<file path="config.mk">
export PLATFORM = sky130hd
export DESIGN_NAME = pid_seq
export DESIGN_NICKNAME = d
export VERILOG_FILES = /design/src/pid_pkg.sv /design/src/pid_seq.sv
export SDC_FILE = /design/constraint.sdc
export NUM_CORES = 1
export LEC_CHECK = 0
export BUFFER_PORTS_ARGS = -buffer_cell sky130_fd_sc_hd__buf_2
export CAP_MARGIN = 40
export CORE_UTILIZATION = 41
export CTS_CLUSTER_SIZE = 25
export DETAILED_ROUTE_END_ITERATION = 8
export PLACE_DENSITY_LB_ADDON = 0.2
export SYNTH_ARGS = -nofsm -noshare
export SYNTH_HDL_FRONTEND = slang
export SYNTH_SLANG_ARGS = --single-unit
</file>
<file path="constraint.sdc">
create_clock -name clk -period 1.7 [get_ports clk]
set_input_delay 0.085 -clock clk [delete_from_list [all_inputs] [get_ports clk]]
set_output_delay 0.085 -clock clk [all_outputs]
set_load 0.02 [all_outputs]
</file>
<file path="src/pid_pkg.sv">
// Package for the fixed-point PID controller: payload and configuration types,
// the control word of the sequencer and its microprogram.
// Depends on nothing; every other file of the block imports it.
`default_nettype none

package pid_pkg;

    // Payload of the input channel.
    typedef struct packed {
        logic               req_type;
        logic signed [31:0] error_sample;
    } pid_in_t;

    // Payload of the output channel.
    typedef struct packed {
        logic signed [31:0] drive;
        logic               drive_clamped;
        logic               integ_clamped;
    } pid_out_t;

    // Configuration registers: gains and scales Q16.16, period and limits unsigned UQ15.16.
    typedef struct packed {
        logic signed [31:0] prop_gain;
        logic signed [31:0] integ_gain;
        logic signed [31:0] deriv_gain;
        logic signed [31:0] error_scale;
        logic signed [31:0] drive_scale;
        logic        [30:0] sample_period;
        logic        [30:0] drive_limit;
        logic        [30:0] integrator_limit;
    } pid_cfg_t;

    localparam pid_cfg_t CFG_RESET = '{
        prop_gain:        32'sd0,
        integ_gain:       32'sd0,
        deriv_gain:       32'sd0,
        error_scale:      32'sd65536,
        drive_scale:      32'sd65536,
        sample_period:    31'd655,
        drive_limit:      31'h7FFF_FFFF,
        integrator_limit: 31'h7FFF_FFFF
    };

    localparam int CFG_IDX_W = 3;
    typedef logic [CFG_IDX_W-1:0] cfg_idx_t;

    localparam cfg_idx_t REG_PROP_GAIN     = 3'd0;
    localparam cfg_idx_t REG_INTEG_GAIN    = 3'd1;
    localparam cfg_idx_t REG_DERIV_GAIN    = 3'd2;
    localparam cfg_idx_t REG_ERROR_SCALE   = 3'd3;
    localparam cfg_idx_t REG_DRIVE_SCALE   = 3'd4;
    localparam cfg_idx_t REG_SAMPLE_PERIOD = 3'd5;
    localparam cfg_idx_t REG_DRIVE_LIMIT   = 3'd6;
    localparam cfg_idx_t REG_INTEG_LIMIT   = 3'd7;

    // Quotient bits produced by the divider: |diff| << 16 plus half a period.
    localparam int DIV_BITS = 50;
    localparam int DIV_CNT_W = $clog2(DIV_BITS);

    // Multiplier operand sources.
    typedef enum logic [2:0] {
        MA_ERR_IN,
        MA_E,
        MA_ESUM,
        MA_T,
        MA_Q,
        MA_S
    } mul_a_t;

    typedef enum logic [2:0] {
        MB_ESCALE,
        MB_PER,
        MB_IGAIN,
        MB_DGAIN,
        MB_PGAIN,
        MB_DSCALE
    } mul_b_t;

    // Destination of the rounded product.
    typedef enum logic [2:0] {
        DST_NONE,
        DST_E,
        DST_P,
        DST_T,
        DST_D
    } dst_t;

    typedef enum logic [2:0] {
        ALU_NOP,
        ALU_PREP,
        ALU_ACC,
        ALU_SUM,
        ALU_COMMIT,
        ALU_CLEAR
    } alu_t;

    typedef enum logic [1:0] {
        COND_NEVER,
        COND_CLEAR,
        COND_DIV_BUSY,
        COND_OUT_BUSY
    } cond_t;

    typedef logic [3:0] pc_t;

    // Microprogram addresses.
    localparam pc_t S_MUL_ERR  = 4'd0;
    localparam pc_t S_RND_E    = 4'd1;
    localparam pc_t S_PREP     = 4'd2;
    localparam pc_t S_DIV_GO   = 4'd3;
    localparam pc_t S_RND_T    = 4'd4;
    localparam pc_t S_MUL_INC  = 4'd5;
    localparam pc_t S_RND_INC  = 4'd6;
    localparam pc_t S_ACC      = 4'd7;
    localparam pc_t S_DIV_WAIT = 4'd8;
    localparam pc_t S_MUL_D    = 4'd9;
    localparam pc_t S_RND_D    = 4'd10;
    localparam pc_t S_SUM      = 4'd11;
    localparam pc_t S_MUL_DRV  = 4'd12;
    localparam pc_t S_OUT_WAIT = 4'd13;
    localparam pc_t S_EMIT     = 4'd14;
    localparam pc_t S_CLEAR    = 4'd15;

    typedef struct packed {
        mul_a_t mul_a;
        mul_b_t mul_b;
        logic   mul_en;
        logic   rnd_sh17;
        dst_t   dst;
        logic   div_start;
        alu_t   alu;
        logic   emit;
        cond_t  cond;
        pc_t    target;
        logic   last;
    } pid_ctrl_t;

    // Status that the sequencer branches on.
    typedef struct packed {
        logic clear_req;
        logic div_busy;
        logic out_busy;
    } pid_stat_t;

    localparam pid_ctrl_t CTRL_NOP = '{
        mul_a:     MA_E,
        mul_b:     MB_ESCALE,
        mul_en:    1'b0,
        rnd_sh17:  1'b0,
        dst:       DST_NONE,
        div_start: 1'b0,
        alu:       ALU_NOP,
        emit:      1'b0,
        cond:      COND_NEVER,
        target:    S_MUL_ERR,
        last:      1'b0
    };

    // The microprogram. A product taken in one step is rounded in a later one.
    function automatic pid_ctrl_t ucode(input pc_t pc);
        pid_ctrl_t cw;
        cw = CTRL_NOP;
        unique case (pc)
            S_MUL_ERR:
            begin
                cw.mul_a  = MA_ERR_IN;
                cw.mul_b  = MB_ESCALE;
                cw.mul_en = 1'b1;
                cw.cond   = COND_CLEAR;
                cw.target = S_CLEAR;
            end
            S_RND_E:
            begin
                cw.dst = DST_E;
            end
            S_PREP:
            begin
                cw.alu    = ALU_PREP;
                cw.mul_a  = MA_E;
                cw.mul_b  = MB_PGAIN;
                cw.mul_en = 1'b1;
            end
            S_DIV_GO:
            begin
                cw.div_start = 1'b1;
                cw.dst       = DST_P;
                cw.mul_a     = MA_ESUM;
                cw.mul_b     = MB_PER;
                cw.mul_en    = 1'b1;
            end
            S_RND_T:
            begin
                cw.rnd_sh17 = 1'b1;
                cw.dst      = DST_T;
            end
            S_MUL_INC:
            begin
                cw.mul_a  = MA_T;
                cw.mul_b  = MB_IGAIN;
                cw.mul_en = 1'b1;
            end
            S_RND_INC:
            begin
                cw.dst = DST_T;
            end
            S_ACC:
            begin
                cw.alu = ALU_ACC;
            end
            S_DIV_WAIT:
            begin
                cw.cond   = COND_DIV_BUSY;
                cw.target = S_DIV_WAIT;
            end
            S_MUL_D:
            begin
                cw.mul_a  = MA_Q;
                cw.mul_b  = MB_DGAIN;
                cw.mul_en = 1'b1;
            end
            S_RND_D:
            begin
                cw.dst = DST_D;
            end
            S_SUM:
            begin
                cw.alu = ALU_SUM;
            end
            S_MUL_DRV:
            begin
                cw.mul_a  = MA_S;
                cw.mul_b  = MB_DSCALE;
                cw.mul_en = 1'b1;
            end
            S_OUT_WAIT:
            begin
                cw.cond   = COND_OUT_BUSY;
                cw.target = S_OUT_WAIT;
            end
            S_EMIT:
            begin
                cw.emit = 1'b1;
                cw.alu  = ALU_COMMIT;
                cw.last = 1'b1;
            end
            S_CLEAR:
            begin
                cw.alu  = ALU_CLEAR;
                cw.last = 1'b1;
            end
        endcase
        return cw;
    endfunction

endpackage

`default_nettype wire

</file>
<file path="src/pid_seq.sv">
// Microcode sequencer of the PID controller: step counter, control word read
// from the program table and conditional jumps on datapath and output status.
// Depends on pid_pkg.
`default_nettype none

module pid_seq
    import pid_pkg::*;
(
    input  wire logic      clk,
    input  wire logic      rst_n,
    input  wire logic      start,
    input  wire pid_stat_t stat,
    output logic           busy,
    output pid_ctrl_t      ctrl
);

    logic busy_reg, busy_next;
    pc_t  pc_reg, pc_next;
    logic cond_hit;

    always_comb
    begin
        ctrl = busy_reg ? ucode(pc_reg) : CTRL_NOP;

        unique case (ctrl.cond)
            COND_NEVER:    cond_hit = 1'b0;
            COND_CLEAR:    cond_hit = stat.clear_req;
            COND_DIV_BUSY: cond_hit = stat.div_busy;
            COND_OUT_BUSY: cond_hit = stat.out_busy;
            default:       cond_hit = 1'b0;
        endcase

        busy_next = busy_reg;
        pc_next   = pc_reg;
        priority if (!busy_reg)
        begin
            if (start)
            begin
                busy_next = 1'b1;
                pc_next   = S_MUL_ERR;
            end
        end
        else if (cond_hit)
        begin
            pc_next = ctrl.target;
        end
        else if (ctrl.last)
        begin
            busy_next = 1'b0;
            pc_next   = S_MUL_ERR;
        end
        else
        begin
            pc_next = pc_reg + 4'd1;
        end
    end

    always_ff @(posedge clk or negedge rst_n)
    begin
        if (!rst_n)
        begin
            busy_reg <= 1'b0;
            pc_reg   <= S_MUL_ERR;
        end
        else
        begin
            busy_reg <= busy_next;
            pc_reg   <= pc_next;
        end
    end

    assign busy = busy_reg;

`ifndef SYNTHESIS
    a_div_wait_holds: assert property (@(posedge clk) disable iff (!rst_n)
        busy_reg && pc_reg == S_DIV_WAIT && stat.div_busy |=> pc_reg == S_DIV_WAIT)
        else $error("left the divider wait while the quotient was not ready");

    a_emit_room: assert property (@(posedge clk) disable iff (!rst_n)
        ctrl.emit |-> !stat.out_busy)
        else $error("result written while the output register was held");
`endif

endmodule

`default_nettype wire

</file>
==> metrics.txt, run 1 <==
Setup WS pre-CTS=-24.35 ps; critical path capture point type=output port; number of global-route vias before repair=709; largest net degree at the start of global routing=13; drt drc=0; YS warnings=0; max reg flops=4; synthesized flop and latch total=5; TritonCTS Buffers=3; DPL Wire Length=1451 um; die width=42.45 um; syn avg cell area=7.290 um^2; Area growth syn-to-layout=75.93%; final hold slack=117.8 ps; CTS H-Tree Depth=1; Register Area=128.9 um^2; CTS tree=yes; total grt overflow=0; asr flop ratio synth=1.000; # Max-Cap Violations=0; number of port buffers=29; Routed Antenna Nets=0; Final min period=1882 ps; register area share after synthesis=0.1866; DRT Pass-1 Iters=4; drt wl/cell=17.81 um; Worst Tran Pin Value=510.2 ps; multi-input logic area=619.3 um^2; FMAX=0.5315 GHz; number of hold violations in the final report=0; critical path type=reg -> out; WL final=2707 um; fin crit share=1.107; CTS max path bufs=2; clk root buf=clkbuf_4; Die ar.=1802 um^2; Ant. Diodes=0; Worst Path Max Fanout=5; Clk Latency, worst-skew pair=250 ps; setup TNS=-638.4 ps; number of flops mapped to enable cells by yosys=0; failing checks=setup timing; All-Layer GR Usage=0.2487; Iter 0 DRT Violations=43; first-pass GRT wire length=3367 um; clock transition at the registers of the reported paths=50 ps; initial core utilization=0.4401; status=finished with violations; layout cells sized above 1=0.6103; nets=147; Row Count=14; final core utilization=0.7742; via count=911; die height=42.45 um; Filler cells=107; vias per cell=5.993; Critical Path Source Type=flip-flop; Worst Skew=7.664 ps; Final WS setup=-181.6 ps; I/O pin count=30; number of distinct library cells after synthesis=38; GP Congestion=0.8437; Max-slew headroom=0.6599; core area=1524 um^2; Setup violations, final=12; Post-Syn Instances=92; CP Data Required Time=1620 ps; syn nets=102; Max Transition Viols Final=0; Primary FF master, synth=dfrtp_1; initial antenna violation count=0; RSZ-0062 raised after global routing=yes; WP data arrival=1800 ps; HP Class=in -> reg; number of clock sinks=5; Cell Area, Synth=670.6 um^2
## cell type report
| cell class | count | share of cell area |
|---|---|---|
| multi-input cells | 71 | 0.5249 |
| inverters | 7 | 0.02439 |
| repair buffers | 49 | 0.3012 |
| clock buffers | 3 | 0.01909 |
| clock inverters | 1 | 0.004242 |
| well taps | 16 | 0.01697 |
| flip-flops and latches | 5 | 0.1092 |
## final timing paths
path | start | endpoint | slack, ps | cells after the start
max reg2reg | pc_reg[1] | pc_reg[1] | -80 | 6
max | pc_reg[1] | ctrl[19] | -180 | 6
min in group asynchronous | rst_n | pc_reg[2] | 180 | 2
min reg2reg | pc_reg[3] | pc_reg[3] | 700 | 2
min | start | busy | 120 | 3
max in group asynchronous | rst_n | pc_reg[0] | 1360 | 2
## layer usage
metal	global-route usage	part of all wire	wire length, um	vias up
met5	0	0	0	-
met4	0.1125	0.035	96	0
met3	0.03017	0.065	176	12
met2	0.4000	0.50	1362	55
met1	0.3298	0.40	1071	432
li1	-	-	-	412
## critical path, stage by stage, from the launching register on
cell and delay [ps]:
dfrtp_2 480, ha_4 190, nor4_2 220, a21oi_1 90, o221a_4 280, a21boi_2 160
buf_6 130
## what timing repair did
item	in CTS	in global routing
hold buffers	1	0
pin swaps	2	8
setup endpoints to repair	12	20
buffers inserted	4	3
gates resized for setup	15	34
hold endpoints to repair	5	0
## placed cells by master, fill, tap and decap left out, types with 3 or more instances in the layout
cell type  synthesis  routed
dfrtp_2            0       3
inv_1              7       4
buf_6              0      10
a21oi_2            0       3
ha_4               0       4
clkbuf_4           0       3
nor2_1             6       5
nand2_1           12      10
nand3_1            3       3
a21oi_1            9       6
nand2b_4           0       3
buf_4              5      17
buf_2              2      21
## per-stage QoR
step,instance area (um^2),std cells
after floorplan,679.4,92
after global placement,887.1,141
after detailed placement,887.1,141
after CTS,1020,150
after global routing,1180,152
final,1180,152
## synth_stat cells, types with 2 or more instances
library cell	count	area [um^2]
nand2_1	12	45.04
a21oi_1	9	45.04
inv_1	7	26.28
nor2_1	6	22.52
buf_4	5	37.54
dfrtp_1	5	125.1
ha_1	4	50.05
nand2b_1	4	25.02
nand3_1	3	15.01
and4_1	2	17.52
buf_2	2	10.01
clkbuf_1	2	7.510
nor3_1	2	10.01
nor3b_1	2	15.01
o21a_1	2	15.01
o21ai_0	2	10.01
o21ai_1	2	10.01
## kinds of logic after synthesis
family                     after synthesis  synth area share
AOI/OAI and AO/OA                       28            0.2948
buffers and inverters                   16            0.1213
DFF                                      5            0.1866
adders and majority gates                4           0.07463
and+or+nand+nor                         37            0.2929
xor gates and xnor gates                 1           0.01306
muxes                                    1           0.01679
Power of run 1 is not shown: default switching activity piles up to over one toggle a cycle in this logic, so the estimate is an artifact.
==> run 2: changes to the inputs <==
Settings changed: PLACE_DENSITY set to 0.83, PLACE_DENSITY_LB_ADDON 0.2 to not set.
==> run 2 against run 1 <==
The run still ends with setup timing left. Wire length is 13% lower. Critical path type unchanged. Sequential share of layout area hardly changed. Core utilization is 1.1 points higher. Register-to-register slack worse by 60 ps. Cell count is 0.66% lower. First-iteration DRC count is 70% lower. Non-clock buffer count is 1 lower. Clock-buffer cell count is 1 higher. Fmax is 1.9% higher. Critical path depth stayed put.
==> metrics.txt, run 2 (same netlist as run 1, synthesis figures left out) <==
status=finished with violations; failing checks=setup timing; GP Congestion=0.8507; Area growth syn-to-layout=78.55%; Ant. Diodes=0; Routed Antenna Nets=0; drt wl/cell=15.64 um; I/O pin count=30; number of clock sinks=5; DPL Wire Length=1379 um; max reg flops=4; WP data arrival=1760 ps; Max Transition Viols Final=0; Final WS setup=-145.8 ps; total grt overflow=0; number of port buffers=29; TritonCTS Buffers=3; RSZ-0062 raised after global routing=yes; clock transition at the registers of the reported paths=50 ps; commonest non-fill, non-tap cell in the layout=buf_4; die width=42.45 um; Setup violations, final=12; fin crit share=1.086; layout cells sized above 1=0.6074; dpl cells=139; HP Class=in -> reg; CP Buf/Inv Count=1; CTS tree=yes; nets=146; crit-path cells=ha_4 > nor4_4 > a21oi_2 > o221a_4 > a21boi_2 > buf_2; max incr delay on CP=450 ps; CTS H-Tree Depth=1; final core utilization=0.7857; die height=42.45 um; Row Count=14; via count=861; CP max stage cell=dfrtp_2; CTS max path bufs=2; critical path capture point type=output port; Worst Skew=8.138 ps; # Max-Cap Violations=0; Worst Path Max Fanout=4; CP Data Required Time=1620 ps; most frequent cells in the layout=buf_4 (19), buf_2 (16), buf_6 (12); WL final=2361 um; number of global-route vias before repair=726; initial antenna violation count=0; Worst Tran Pin Value=354.7 ps; Setup WS pre-CTS=-17.43 ps; Max-slew headroom=0.7636; critical path type=reg -> out; vias per cell=5.702; number of hold violations in the final report=0; FMAX=0.5418 GHz; setup TNS=-762.2 ps; Worst path top cell family by delay=compound AO/OA/AOI/OAI gates; core area=1524 um^2; first-pass GRT wire length=3215 um; Die ar.=1802 um^2; DRT Pass-1 Iters=4; Clk Latency, worst-skew pair=240 ps; All-Layer GR Usage=0.2314; clk root buf=clkbuf_4; largest net degree at the start of global routing=18; Final min period=1846 ps; drt drc=0; initial core utilization=0.4401; non-filler instance count after layout=151; Critical Path Source Type=flip-flop; Iter 0 DRT Violations=13
## run 2: layer usage
metal	vias up	GRT usage	share of wire
li1	414	-	-
met1	422	0.3097	0.46
met2	25	0.3938	0.52
met3	0	0.03879	0.019
met4	0	0.03750	0
met5	-	0	0
## run 2: cell type report
cell class                      instances  area, um^2
Timing Repair Buffer                   48       367.9
Clock buffer                            4       26.28
Multi-Input combinational cell         71       620.6
Tap cell                               16       20.02
Sequential cell                         5       131.4
Inverter                                7       31.28
Fill cell                             101       326.6
## run 2: worst paths after layout
| check | from | end | slack (ps) | cells past startpoint |
|---|---|---|---|---|
| setup / recovery | pc_reg[1] | ctrl[19] | -150 | 6 |
| hold reg to reg | busy | pc_reg[3] | 740 | 1 |
| max in group asynchronous | rst_n | busy | 1360 | 2 |
| min in group asynchronous | rst_n | pc_reg[1] | 190 | 2 |
| setup reg to reg | pc_reg[1] | pc_reg[1] | -140 | 7 |
| hold / removal | start | busy | 170 | 3 |
## run 2: metrics by stage
step           hold WS [ps]  cell area, um^2
3_5_place_dp         -98.25            872.1
3_3_place_gp         -99.23            872.1
6_report              166.0             1197
5_1_grt               169.4             1197
2_1_floorplan        -210.6            679.4
4_1_cts               171.4             1010
## run 2: what timing repair did
action	in CTS	in global routing
hold buffers	1	0
setup endpoints to repair	8	20
buffers inserted	5	2
pin swaps	2	9
endpoints found under the hold margin	5	0
gates resized for setup	16	43
## run 2: worst min-delay path: stages
cell and delay [ps]:
buf_2 90, nor2_1 60, a21oi_1 120
Power of run 2 is left out for the same reason.
