==> src/pid_pkg.sv <==
// Package for the fixed-point PID controller: payload and configuration types,
// the control word of the sequencer and its microprogram.
// Depends on nothing; every other file of the block imports it.
`default_nettype none

package pid_pkg;

    // Payload of the input channel.
    typedef struct packed {
        logic               req_type;
        logic signed [31:0] error_sample;
    } pid_in_t;

    // Payload of the output channel.
    typedef struct packed {
        logic signed [31:0] drive;
        logic               drive_clamped;
        logic               integ_clamped;
    } pid_out_t;

    // Configuration registers: gains and scales Q16.16, period and limits unsigned UQ15.16.
    typedef struct packed {
        logic signed [31:0] prop_gain;
        logic signed [31:0] integ_gain;
        logic signed [31:0] deriv_gain;
        logic signed [31:0] error_scale;
        logic signed [31:0] drive_scale;
        logic        [30:0] sample_period;
        logic        [30:0] drive_limit;
        logic        [30:0] integrator_limit;
    } pid_cfg_t;

    localparam pid_cfg_t CFG_RESET = '{
        prop_gain:        32'sd0,
        integ_gain:       32'sd0,
        deriv_gain:       32'sd0,
        error_scale:      32'sd65536,
        drive_scale:      32'sd65536,
        sample_period:    31'd655,
        drive_limit:      31'h7FFF_FFFF,
        integrator_limit: 31'h7FFF_FFFF
    };

    localparam int CFG_IDX_W = 3;
    typedef logic [CFG_IDX_W-1:0] cfg_idx_t;

    localparam cfg_idx_t REG_PROP_GAIN     = 3'd0;
    localparam cfg_idx_t REG_INTEG_GAIN    = 3'd1;
    localparam cfg_idx_t REG_DERIV_GAIN    = 3'd2;
    localparam cfg_idx_t REG_ERROR_SCALE   = 3'd3;
    localparam cfg_idx_t REG_DRIVE_SCALE   = 3'd4;
    localparam cfg_idx_t REG_SAMPLE_PERIOD = 3'd5;
    localparam cfg_idx_t REG_DRIVE_LIMIT   = 3'd6;
    localparam cfg_idx_t REG_INTEG_LIMIT   = 3'd7;

    // Quotient bits produced by the divider: |diff| << 16 plus half a period.
    localparam int DIV_BITS = 50;
    localparam int DIV_CNT_W = $clog2(DIV_BITS);

    // Multiplier operand sources.
    typedef enum logic [2:0] {
        MA_ERR_IN,
        MA_E,
        MA_ESUM,
        MA_T,
        MA_Q,
        MA_S
    } mul_a_t;

    typedef enum logic [2:0] {
        MB_ESCALE,
        MB_PER,
        MB_IGAIN,
        MB_DGAIN,
        MB_PGAIN,
        MB_DSCALE
    } mul_b_t;

    // Destination of the rounded product.
    typedef enum logic [2:0] {
        DST_NONE,
        DST_E,
        DST_P,
        DST_T,
        DST_D
    } dst_t;

    typedef enum logic [2:0] {
        ALU_NOP,
        ALU_PREP,
        ALU_ACC,
        ALU_SUM,
        ALU_COMMIT,
        ALU_CLEAR
    } alu_t;

    typedef enum logic [1:0] {
        COND_NEVER,
        COND_CLEAR,
        COND_DIV_BUSY,
        COND_OUT_BUSY
    } cond_t;

    typedef logic [3:0] pc_t;

    // Microprogram addresses.
    localparam pc_t S_MUL_ERR  = 4'd0;
    localparam pc_t S_RND_E    = 4'd1;
    localparam pc_t S_PREP     = 4'd2;
    localparam pc_t S_DIV_GO   = 4'd3;
    localparam pc_t S_RND_T    = 4'd4;
    localparam pc_t S_MUL_INC  = 4'd5;
    localparam pc_t S_RND_INC  = 4'd6;
    localparam pc_t S_ACC      = 4'd7;
    localparam pc_t S_DIV_WAIT = 4'd8;
    localparam pc_t S_MUL_D    = 4'd9;
    localparam pc_t S_RND_D    = 4'd10;
    localparam pc_t S_SUM      = 4'd11;
    localparam pc_t S_MUL_DRV  = 4'd12;
    localparam pc_t S_OUT_WAIT = 4'd13;
    localparam pc_t S_EMIT     = 4'd14;
    localparam pc_t S_CLEAR    = 4'd15;

    typedef struct packed {
        mul_a_t mul_a;
        mul_b_t mul_b;
        logic   mul_en;
        logic   rnd_sh17;
        dst_t   dst;
        logic   div_start;
        alu_t   alu;
        logic   emit;
        cond_t  cond;
        pc_t    target;
        logic   last;
    } pid_ctrl_t;

    // Status that the sequencer branches on.
    typedef struct packed {
        logic clear_req;
        logic div_busy;
        logic out_busy;
    } pid_stat_t;

    localparam pid_ctrl_t CTRL_NOP = '{
        mul_a:     MA_E,
        mul_b:     MB_ESCALE,
        mul_en:    1'b0,
        rnd_sh17:  1'b0,
        dst:       DST_NONE,
        div_start: 1'b0,
        alu:       ALU_NOP,
        emit:      1'b0,
        cond:      COND_NEVER,
        target:    S_MUL_ERR,
        last:      1'b0
    };

    // The microprogram. A product taken in one step is rounded in a later one.
    function automatic pid_ctrl_t ucode(input pc_t pc);
        pid_ctrl_t cw;
        cw = CTRL_NOP;
        unique case (pc)
            S_MUL_ERR:
            begin
                cw.mul_a  = MA_ERR_IN;
                cw.mul_b  = MB_ESCALE;
                cw.mul_en = 1'b1;
                cw.cond   = COND_CLEAR;
                cw.target = S_CLEAR;
            end
            S_RND_E:
            begin
                cw.dst = DST_E;
            end
            S_PREP:
            begin
                cw.alu    = ALU_PREP;
                cw.mul_a  = MA_E;
                cw.mul_b  = MB_PGAIN;
                cw.mul_en = 1'b1;
            end
            S_DIV_GO:
            begin
                cw.div_start = 1'b1;
                cw.dst       = DST_P;
                cw.mul_a     = MA_ESUM;
                cw.mul_b     = MB_PER;
                cw.mul_en    = 1'b1;
            end
            S_RND_T:
            begin
                cw.rnd_sh17 = 1'b1;
                cw.dst      = DST_T;
            end
            S_MUL_INC:
            begin
                cw.mul_a  = MA_T;
                cw.mul_b  = MB_IGAIN;
                cw.mul_en = 1'b1;
            end
            S_RND_INC:
            begin
                cw.dst = DST_T;
            end
            S_ACC:
            begin
                cw.alu = ALU_ACC;
            end
            S_DIV_WAIT:
            begin
                cw.cond   = COND_DIV_BUSY;
                cw.target = S_DIV_WAIT;
            end
            S_MUL_D:
            begin
                cw.mul_a  = MA_Q;
                cw.mul_b  = MB_DGAIN;
                cw.mul_en = 1'b1;
            end
            S_RND_D:
            begin
                cw.dst = DST_D;
            end
            S_SUM:
            begin
                cw.alu = ALU_SUM;
            end
            S_MUL_DRV:
            begin
                cw.mul_a  = MA_S;
                cw.mul_b  = MB_DSCALE;
                cw.mul_en = 1'b1;
            end
            S_OUT_WAIT:
            begin
                cw.cond   = COND_OUT_BUSY;
                cw.target = S_OUT_WAIT;
            end
            S_EMIT:
            begin
                cw.emit = 1'b1;
                cw.alu  = ALU_COMMIT;
                cw.last = 1'b1;
            end
            S_CLEAR:
            begin
                cw.alu  = ALU_CLEAR;
                cw.last = 1'b1;
            end
        endcase
        return cw;
    endfunction

endpackage

`default_nettype wire

==> src/pid_div.sv <==
// Radix-2 restoring divider for the derivative term: rounds |diff| << 16 by the
// sample period to nearest and saturates the signed quotient to 32 bits.
// Depends on pid_pkg.
`default_nettype none

module pid_div
    import pid_pkg::*;
(
    input  wire logic               clk,
    input  wire logic               rst_n,
    input  wire logic               start,
    input  wire logic signed [32:0] diff,
    input  wire logic        [30:0] per,
    output logic                    busy,
    output logic signed [31:0]      q
);

    typedef enum logic [1:0] {
        DV_IDLE,
        DV_RUN,
        DV_FIX
    } div_state_t;

    div_state_t               state_reg, state_next;
    logic [DIV_CNT_W-1:0]     cnt_reg, cnt_next;
    logic signed [31:0]       q_reg, q_next;
    logic [DIV_BITS-1:0]      dq_reg, dq_next;
    logic [30:0]              rem_reg, rem_next;
    logic                     neg_reg, neg_next;

    logic [32:0]              mag;
    logic [31:0]              trial;
    logic                     fits;
    logic                     over;

    always_comb
    begin
        mag   = diff[32] ? 33'(-diff) : 33'(diff);
        trial = {rem_reg, dq_reg[DIV_BITS-1]};
        fits  = (trial >= {1'b0, per});
        over  = |dq_reg[DIV_BITS-1:31];

        state_next = state_reg;
        cnt_next   = cnt_reg;
        q_next     = q_reg;
        dq_next    = dq_reg;
        rem_next   = rem_reg;
        neg_next   = neg_reg;

        unique case (state_reg)
            DV_IDLE:
            begin
                if (start)
                begin
                    // Half a period is added up front so that truncation rounds.
                    dq_next    = {1'b0, mag, 16'd0} + DIV_BITS'(per[30:1]);
                    rem_next   = '0;
                    neg_next   = diff[32];
                    cnt_next   = '0;
                    state_next = DV_RUN;
                end
            end
            DV_RUN:
            begin
                rem_next = fits ? 31'(trial - {1'b0, per}) : trial[30:0];
                dq_next  = {dq_reg[DIV_BITS-2:0], fits};
                cnt_next = cnt_reg + DIV_CNT_W'(1);
                if (cnt_reg == DIV_CNT_W'(DIV_BITS - 1))
                begin
                    state_next = DV_FIX;
                end
            end
            DV_FIX:
            begin
                priority if (over)
                begin
                    q_next = neg_reg ? 32'sh8000_0000 : 32'sh7FFF_FFFF;
                end
                else
                begin
                    q_next = neg_reg ? -$signed(dq_reg[31:0]) : $signed(dq_reg[31:0]);
                end
                state_next = DV_IDLE;
            end
            default:
            begin
                state_next = DV_IDLE;
            end
        endcase
    end

    always_ff @(posedge clk or negedge rst_n)
    begin
        if (!rst_n)
        begin
            state_reg <= DV_IDLE;
            q_reg     <= '0;
        end
        else
        begin
            state_reg <= state_next;
            q_reg     <= q_next;
        end
    end

    always_ff @(posedge clk)
    begin
        cnt_reg <= cnt_next;
        dq_reg  <= dq_next;
        rem_reg <= rem_next;
        neg_reg <= neg_next;
    end

    assign busy = (state_reg != DV_IDLE);
    assign q    = q_reg;

`ifndef SYNTHESIS
    a_start_idle: assert property (@(posedge clk) disable iff (!rst_n)
        start |-> state_reg == DV_IDLE)
        else $error("divider started while a division was in progress");

    a_rem_below_per: assert property (@(posedge clk) disable iff (!rst_n)
        state_reg == DV_RUN |-> {1'b0, rem_reg} < {1'b0, per})
        else $error("partial remainder reached the divisor");

    a_fix_ends: assert property (@(posedge clk) disable iff (!rst_n)
        state_reg == DV_FIX |=> state_reg == DV_IDLE && !busy)
        else $error("divider did not finish after the correction cycle");
`endif

endmodule

`default_nettype wire

==> src/pid_dpath.sv <==
// Datapath of the PID controller: shared multiplier with rounding and
// saturation, integrator and sum clamps, state registers and the divider.
// Depends on pid_pkg and pid_div.
`default_nettype none

module pid_dpath
    import pid_pkg::*;
(
    input  wire logic      clk,
    input  wire logic      rst_n,
    input  wire logic      load,
    input  wire pid_in_t   in_item,
    input  wire pid_cfg_t  cfg,
    input  wire pid_ctrl_t ctrl,
    output logic           clear_req,
    output logic           div_busy,
    output pid_out_t       result
);

    typedef struct packed {
        logic signed [31:0] val;
        logic               hit;
    } clamp_t;

    localparam logic [64:0] RND_HALF16 = 65'h0_0000_0000_0000_8000;
    localparam logic [64:0] RND_HALF17 = 65'h0_0000_0000_0001_0000;

    function automatic clamp_t clamp_sym(input logic signed [33:0] v,
                                         input logic [30:0] lim);
        logic signed [33:0] hi;
        logic signed [33:0] lo;
        clamp_t r;
        hi = {3'b000, lim};
        lo = -hi;
        r.hit = 1'b1;
        priority if (v > hi)
        begin
            r.val = hi[31:0];
        end
        else if (v < lo)
        begin
            r.val = lo[31:0];
        end
        else
        begin
            r.val = v[31:0];
            r.hit = 1'b0;
        end
        return r;
    endfunction

    logic signed [31:0] err_in_reg;
    logic               clear_reg;
    logic signed [31:0] e_reg;
    logic signed [31:0] last_reg;
    logic signed [31:0] integ_reg;
    logic signed [32:0] esum_reg;
    logic signed [32:0] diff_reg;
    logic signed [31:0] p_reg;
    logic signed [31:0] t_reg;
    logic signed [31:0] d_reg;
    logic signed [31:0] an_reg;
    logic               ihit_reg;
    logic signed [31:0] s_reg;
    logic               dhit_reg;
    logic signed [64:0] prod_reg;

    logic [30:0]        per_eff;
    logic signed [32:0] a_op;
    logic signed [31:0] b_op;
    logic signed [64:0] prod_full;
    logic [64:0]        rnd_sum;
    logic [48:0]        rnd_hi;
    logic signed [31:0] rnd_val;
    logic signed [32:0] acc_sum;
    logic signed [31:0] acc_sat;
    logic signed [33:0] pid_sum;
    clamp_t             acc_clamp;
    clamp_t             sum_clamp;
    logic signed [31:0] div_q;

    // A zero period is used as the smallest positive step.
    assign per_eff = (cfg.sample_period == 31'd0) ? 31'd1 : cfg.sample_period;

    always_comb
    begin
        unique case (ctrl.mul_a)
            MA_ERR_IN: a_op = {err_in_reg[31], err_in_reg};
            MA_E:      a_op = {e_reg[31], e_reg};
            MA_ESUM:   a_op = esum_reg;
            MA_T:      a_op = {t_reg[31], t_reg};
            MA_Q:      a_op = {div_q[31], div_q};
            MA_S:      a_op = {s_reg[31], s_reg};
            default:   a_op = '0;
        endcase

        unique case (ctrl.mul_b)
            MB_ESCALE: b_op = cfg.error_scale;
            MB_PER:    b_op = {1'b0, per_eff};
            MB_IGAIN:  b_op = cfg.integ_gain;
            MB_DGAIN:  b_op = cfg.deriv_gain;
            MB_PGAIN:  b_op = cfg.prop_gain;
            MB_DSCALE: b_op = cfg.drive_scale;
            default:   b_op = '0;
        endcase
    end

    assign prod_full = a_op * b_op;

    // Round to nearest, ties away from zero: a negative product takes one less
    // than half so that the arithmetic shift lands on the right side.
    always_comb
    begin
        rnd_sum = prod_reg + (ctrl.rnd_sh17 ? RND_HALF17 : RND_HALF16)
                  - {64'd0, prod_reg[64]};
        rnd_hi  = ctrl.rnd_sh17 ? {rnd_sum[64], rnd_sum[64:17]} : rnd_sum[64:16];
        priority if (&rnd_hi[48:31] || ~|rnd_hi[48:31])
        begin
            rnd_val = rnd_hi[31:0];
        end
        else
        begin
            rnd_val = rnd_hi[48] ? 32'sh8000_0000 : 32'sh7FFF_FFFF;
        end
    end

    always_comb
    begin
        acc_sum = {integ_reg[31], integ_reg} + {t_reg[31], t_reg};
        priority if (acc_sum[32] == acc_sum[31])
        begin
            acc_sat = acc_sum[31:0];
        end
        else
        begin
            acc_sat = acc_sum[32] ? 32'sh8000_0000 : 32'sh7FFF_FFFF;
        end
        acc_clamp = clamp_sym({{2{acc_sat[31]}}, acc_sat}, cfg.integrator_limit);

        pid_sum   = {{2{p_reg[31]}}, p_reg} + {{2{an_reg[31]}}, an_reg}
                    + {{2{d_reg[31]}}, d_reg};
        sum_clamp = clamp_sym(pid_sum, cfg.drive_limit);
    end

    pid_div u_div (
        .clk   (clk),
        .rst_n (rst_n),
        .start (ctrl.div_start),
        .diff  (diff_reg),
        .per   (per_eff),
        .busy  (div_busy),
        .q     (div_q)
    );

    // Controller state: integrator and previous scaled error.
    always_ff @(posedge clk or negedge rst_n)
    begin
        if (!rst_n)
        begin
            integ_reg <= '0;
            last_reg  <= '0;
        end
        else
        begin
            unique case (ctrl.alu)
                ALU_COMMIT:
                begin
                    integ_reg <= an_reg;
                    last_reg  <= e_reg;
                end
                ALU_CLEAR:
                begin
                    integ_reg <= '0;
                    last_reg  <= '0;
                end
                default:
                begin
                    integ_reg <= integ_reg;
                    last_reg  <= last_reg;
                end
            endcase
        end
    end

    always_ff @(posedge clk)
    begin
        if (load)
        begin
            err_in_reg <= in_item.error_sample;
            clear_reg  <= in_item.req_type;
        end
        if (ctrl.mul_en)
        begin
            prod_reg <= prod_full;
        end
        unique case (ctrl.dst)
            DST_E:   e_reg <= rnd_val;
            DST_P:   p_reg <= rnd_val;
            DST_T:   t_reg <= rnd_val;
            DST_D:   d_reg <= rnd_val;
            default: ;
        endcase
        if (ctrl.alu == ALU_PREP)
        begin
            esum_reg <= {e_reg[31], e_reg} + {last_reg[31], last_reg};
            diff_reg <= {e_reg[31], e_reg} - {last_reg[31], last_reg};
        end
        if (ctrl.alu == ALU_ACC)
        begin
            an_reg   <= acc_clamp.val;
            ihit_reg <= acc_clamp.hit;
        end
        if (ctrl.alu == ALU_SUM)
        begin
            s_reg    <= sum_clamp.val;
            dhit_reg <= sum_clamp.hit;
        end
    end

    assign clear_req = clear_reg;

    assign result = '{drive: rnd_val, drive_clamped: dhit_reg, integ_clamped: ihit_reg};

endmodule

`default_nettype wire

==> config.mk <==
export PLATFORM = sky130hd
export DESIGN_NAME = pid_dpath
export DESIGN_NICKNAME = d
export VERILOG_FILES = /design/src/pid_pkg.sv /design/src/pid_div.sv /design/src/pid_dpath.sv
export SDC_FILE = /design/constraint.sdc
export NUM_CORES = 2
export LEC_CHECK = 0
export BUFFER_PORTS_ARGS = -buffer_cell sky130_fd_sc_hd__buf_2
export CORE_ASPECT_RATIO = 0.7
export CORE_UTILIZATION = 33
export CTS_CLUSTER_DIAMETER = 120
export DETAILED_ROUTE_END_ITERATION = 7
export REMOVE_ABC_BUFFERS = 1
export SLEW_MARGIN = 10
export SYNTH_ARGS = -nofsm -noshare
export SYNTH_HDL_FRONTEND = slang
export SYNTH_SLANG_ARGS = --single-unit
==> constraint.sdc <==
create_clock -name clk -period 9.7 [get_ports clk]
set_input_delay 0 -clock clk [delete_from_list [all_inputs] [get_ports clk]]
set_output_delay 0 -clock clk [all_outputs]
set_load 0.005 [all_outputs]
==> results.tsv <==
stage	metric	value	unit
placement	hpwl dp	247	mm
critical_path	Critical Path Start Type	register	
clocking	Num CTS Buffers	59	
sta	fin. max-slew vios	0	
run	Max-Cap Viols	0	
floorplanning	# rows	148	
worst_hold_path	Hold WC Path Type	in2reg	
clocking	H-tree depth	2	
sta	RSZ-0062 raised after global routing	true	
critical_path	CP required	10.11	ns
worst_hold_path	hold worst-path end	u_div.dq_reg[13]	
floorplanning	die width	582	um
drt	routed len/inst	24.0	um
critical_path	cell family with most CP delay	adder cells	
grt	first-pass GRT wire length	433	mm
synth	fraction of registers with async set/reset	18.0	%
sta	Finish-stage setup viols	0	
grt	gr usage total	24.6	%
placement	gpl congestion	0.985	
grt	vias in the first global route	64556	
critical_path	FF-to-FF End	prod_reg[58]	
run_status	run status	finished, final reports clean	
critical_path	max incr delay on CP	0.60	ns
clocking	clk buf depth	3	
drt	via/cell ratio	5.29	
synth	mux share of post-synthesis cell area	1.45	%
clocking	CTS tree	yes	
synth	Primary FF master, synth	edfxtp_1	
synth	compound-cell area share of the yosys netlist	12.5	%
floorplanning	area of the core	233000	um2
cells_and_area	Synth-to-Final Area Change	16.1	%
synth	Synth Warn #	0	
cells_and_area	share of cells above drive strength 1	12.0	%
synth	top cell type by total area after synthesis	fa_1	
synth	combinational family with the most area after synthesis	adder cells	
clocking	Root Buffer	clkbuf_16	
clocking	Worst-path clk slew	0.06	ns
synth	post-synth top area share	29.6	%
sta	Fin Clk Skew	0.0316	ns
drt	Initial DRC Count	6885	
sta	Period minus WS final	9.36	ns
grt	largest net degree at the start of global routing	99	
critical_path	crit path capture type	register	
critical_path	cells on worst reg2reg path	26	
floorplanning	number of I/O pins	348	
synth	Adder-Cell Fraction of Synth Area	38.7	%
critical_path	crit-path max FO	4	
clocking	# clock sinks	543	
synth	register area share after synthesis	20.4	%
cells_and_area	design area	90100	um2
sta	Fin Hold WS	0.0290	ns
sta	Final Hold Fails	0	
synth	most common cell in the netlist	inv_1	
sta	Setup TNS Final	0	ns
floorplanning	die area	237000	um2
synth	simple-gate share of the synthesized area	14.1	%
critical_path	critical path arrival	9.76	ns
critical_path	CP most frequent cell	fa_1	
clocking	Clk Latency, worst-skew pair	0.68	ns
synth	Mapped Cells	8467	
sta	ratio of final minimum period to clock period	96.5	%
cells_and_area	post-layout net count	11095	
cells_and_area	Fill cells	23289	
critical_path	reg-to-reg slack, setup	0.34	ns
drt	DR pass1 iterations	6	
grt	gr ovfl total	0	
drt	Post-DRT Antenna Nets	0	
critical_path	worst r2r src	t_reg[30]	
sta	Max Freq	107	MHz
cells_and_area	max reg flops	65	
placement	Placed Area	86700	um2
worst_hold_path	Hold Path Depth	4	
synth	synth unique cells	90	
synth	xor/xnor share of the synthesized area	4.12	%
synth	FF+latch count, synth	543	
drt	DRT Wirelength	293	mm
placement	Port Buffer Count	339	
critical_path	buffer and inverter count on the worst path	3	
synth	Area contributors post-synth	fa_1, edfxtp_1, ha_1	
sta	slew margin rel.	8.50	%
sta	Worst-Margin Slew	1.37	ns
synth	post-synthesis area per instance	9.17	um2
drt	drc violations	0	
critical_path	CP max stage cell	or4b_2	
drt	Via Count	64536	
floorplanning	Starting Density	33.3	%
worst_hold_path	hold_sp	cfg[76]	
synth	synthesized area	77600	um2
grt	initial antenna violation count	27	
floorplanning	die height	408	um
critical_path	kind of critical path	reg2reg	
synth	Post-synth EDFFs	445	
synth	top post-synthesis cells by count	inv_1, fa_1, nand2_1	
-- cells in the final DEF (no fill, tap or decap), types with 99 or more instances in the layout --
cell	n
inv_1	1401
fa_1	1149
nand2_1	840
nor2_1	820
ha_1	559
edfxtp_1	445
buf_4	416
a21oi_1	383
buf_2	338
o21ai_0	324
xnor2_1	256
a21o_1	141
a22oi_1	134
nand2b_1	129
dlygate4sd3_1	124
nand3_1	120
xor2_1	109
nor3_1	99
-- tightest hold or removal path, cell delays in order --
cell     delay, ns
buf_2         0.15
buf_4         0.16
inv_1         0.11
o21ai_0       0.17
-- worst max path at each step --
| stage | cells after the start | start | end |
|---|---|---|---|
| after floorplan | 27 | ctrl[19] | prod_reg[58] |
| after global placement | 35 | cfg[65] | prod_reg[64] |
| after detailed placement | 35 | cfg[78] | prod_reg[64] |
| after CTS | 31 | err_in_reg[13] | prod_reg[64] |
| after global routing | 30 | e_reg[31] | prod_reg[63] |
| final | 26 | t_reg[30] | prod_reg[58] |
-- area by class of cell --
| class | count | area (um2) | share of cell area, % |
|---|---|---|---|
| Multi-Input combinational cell | 6116 | 55600 | 61.7 |
| Tap cell | 3075 | 3850 | 4.27 |
| Clock inverter | 30 | 410 | 0.455 |
| Antenna cell | 9 | 22.5 | 0.0250 |
| Timing Repair Buffer | 949 | 7480 | 8.29 |
| Clock buffer | 82 | 1650 | 1.83 |
| Inverter | 1405 | 5280 | 5.85 |
| Sequential cell | 543 | 15800 | 17.5 |
-- layer usage --
metal,wire [um],track usage [%],share of wire (%),vias up
met3,33500,7.91,11,400
met4,10200,7.01,3.5,8
li1,-,-,-,28951
met2,121000,35.3,41,2836
met1,128000,35.1,44,32341
met5,46,0,0.016,-
-- timing repair --
action / CTS / global route
setup endpoints to repair: 6 / 13
endpoints found under the hold margin: 207 / 0
resized for setup: 5 / 24
setup buffers: 0 / 5
gates cloned: 0 / 0
pin swaps: 0 / 2
hold buffers: 125 / 0
-- through the flow --
| step | util, % | cells | setup WS [ns] |
|---|---|---|---|
| 6_report | 38.7 | 12209 | 0.343 |
| 5_1_grt | 38.7 | 12203 | -0.0223 |
| 4_1_cts | 38.6 | 12195 | 0.0241 |
| 3_5_place_dp | 37.2 | 11958 | -1.11 |
| 3_3_place_gp | 37.2 | 11958 | -1.39 |
| 2_1_floorplan | - | 8064 | -1.26 |
-- cells by family (layout without fill, tap and decap cells) --
kind of cell             count (synthesis)  count (layout)
AND/OR/NAND/NOR                       2438            2438
buffers and inverters                 1808            2466
adder cells (fa/ha/maj)               1709            1709
AO/OA/AOI/OAI                         1493            1493
flip-flops                             543             543
XOR/XNOR                               365             365
multiplexers                           111             111
other                                    0               9
Power is left out: the tool's default activity adds up to more than one toggle a clock period on the data nets, which glitch-free logic cannot reach.
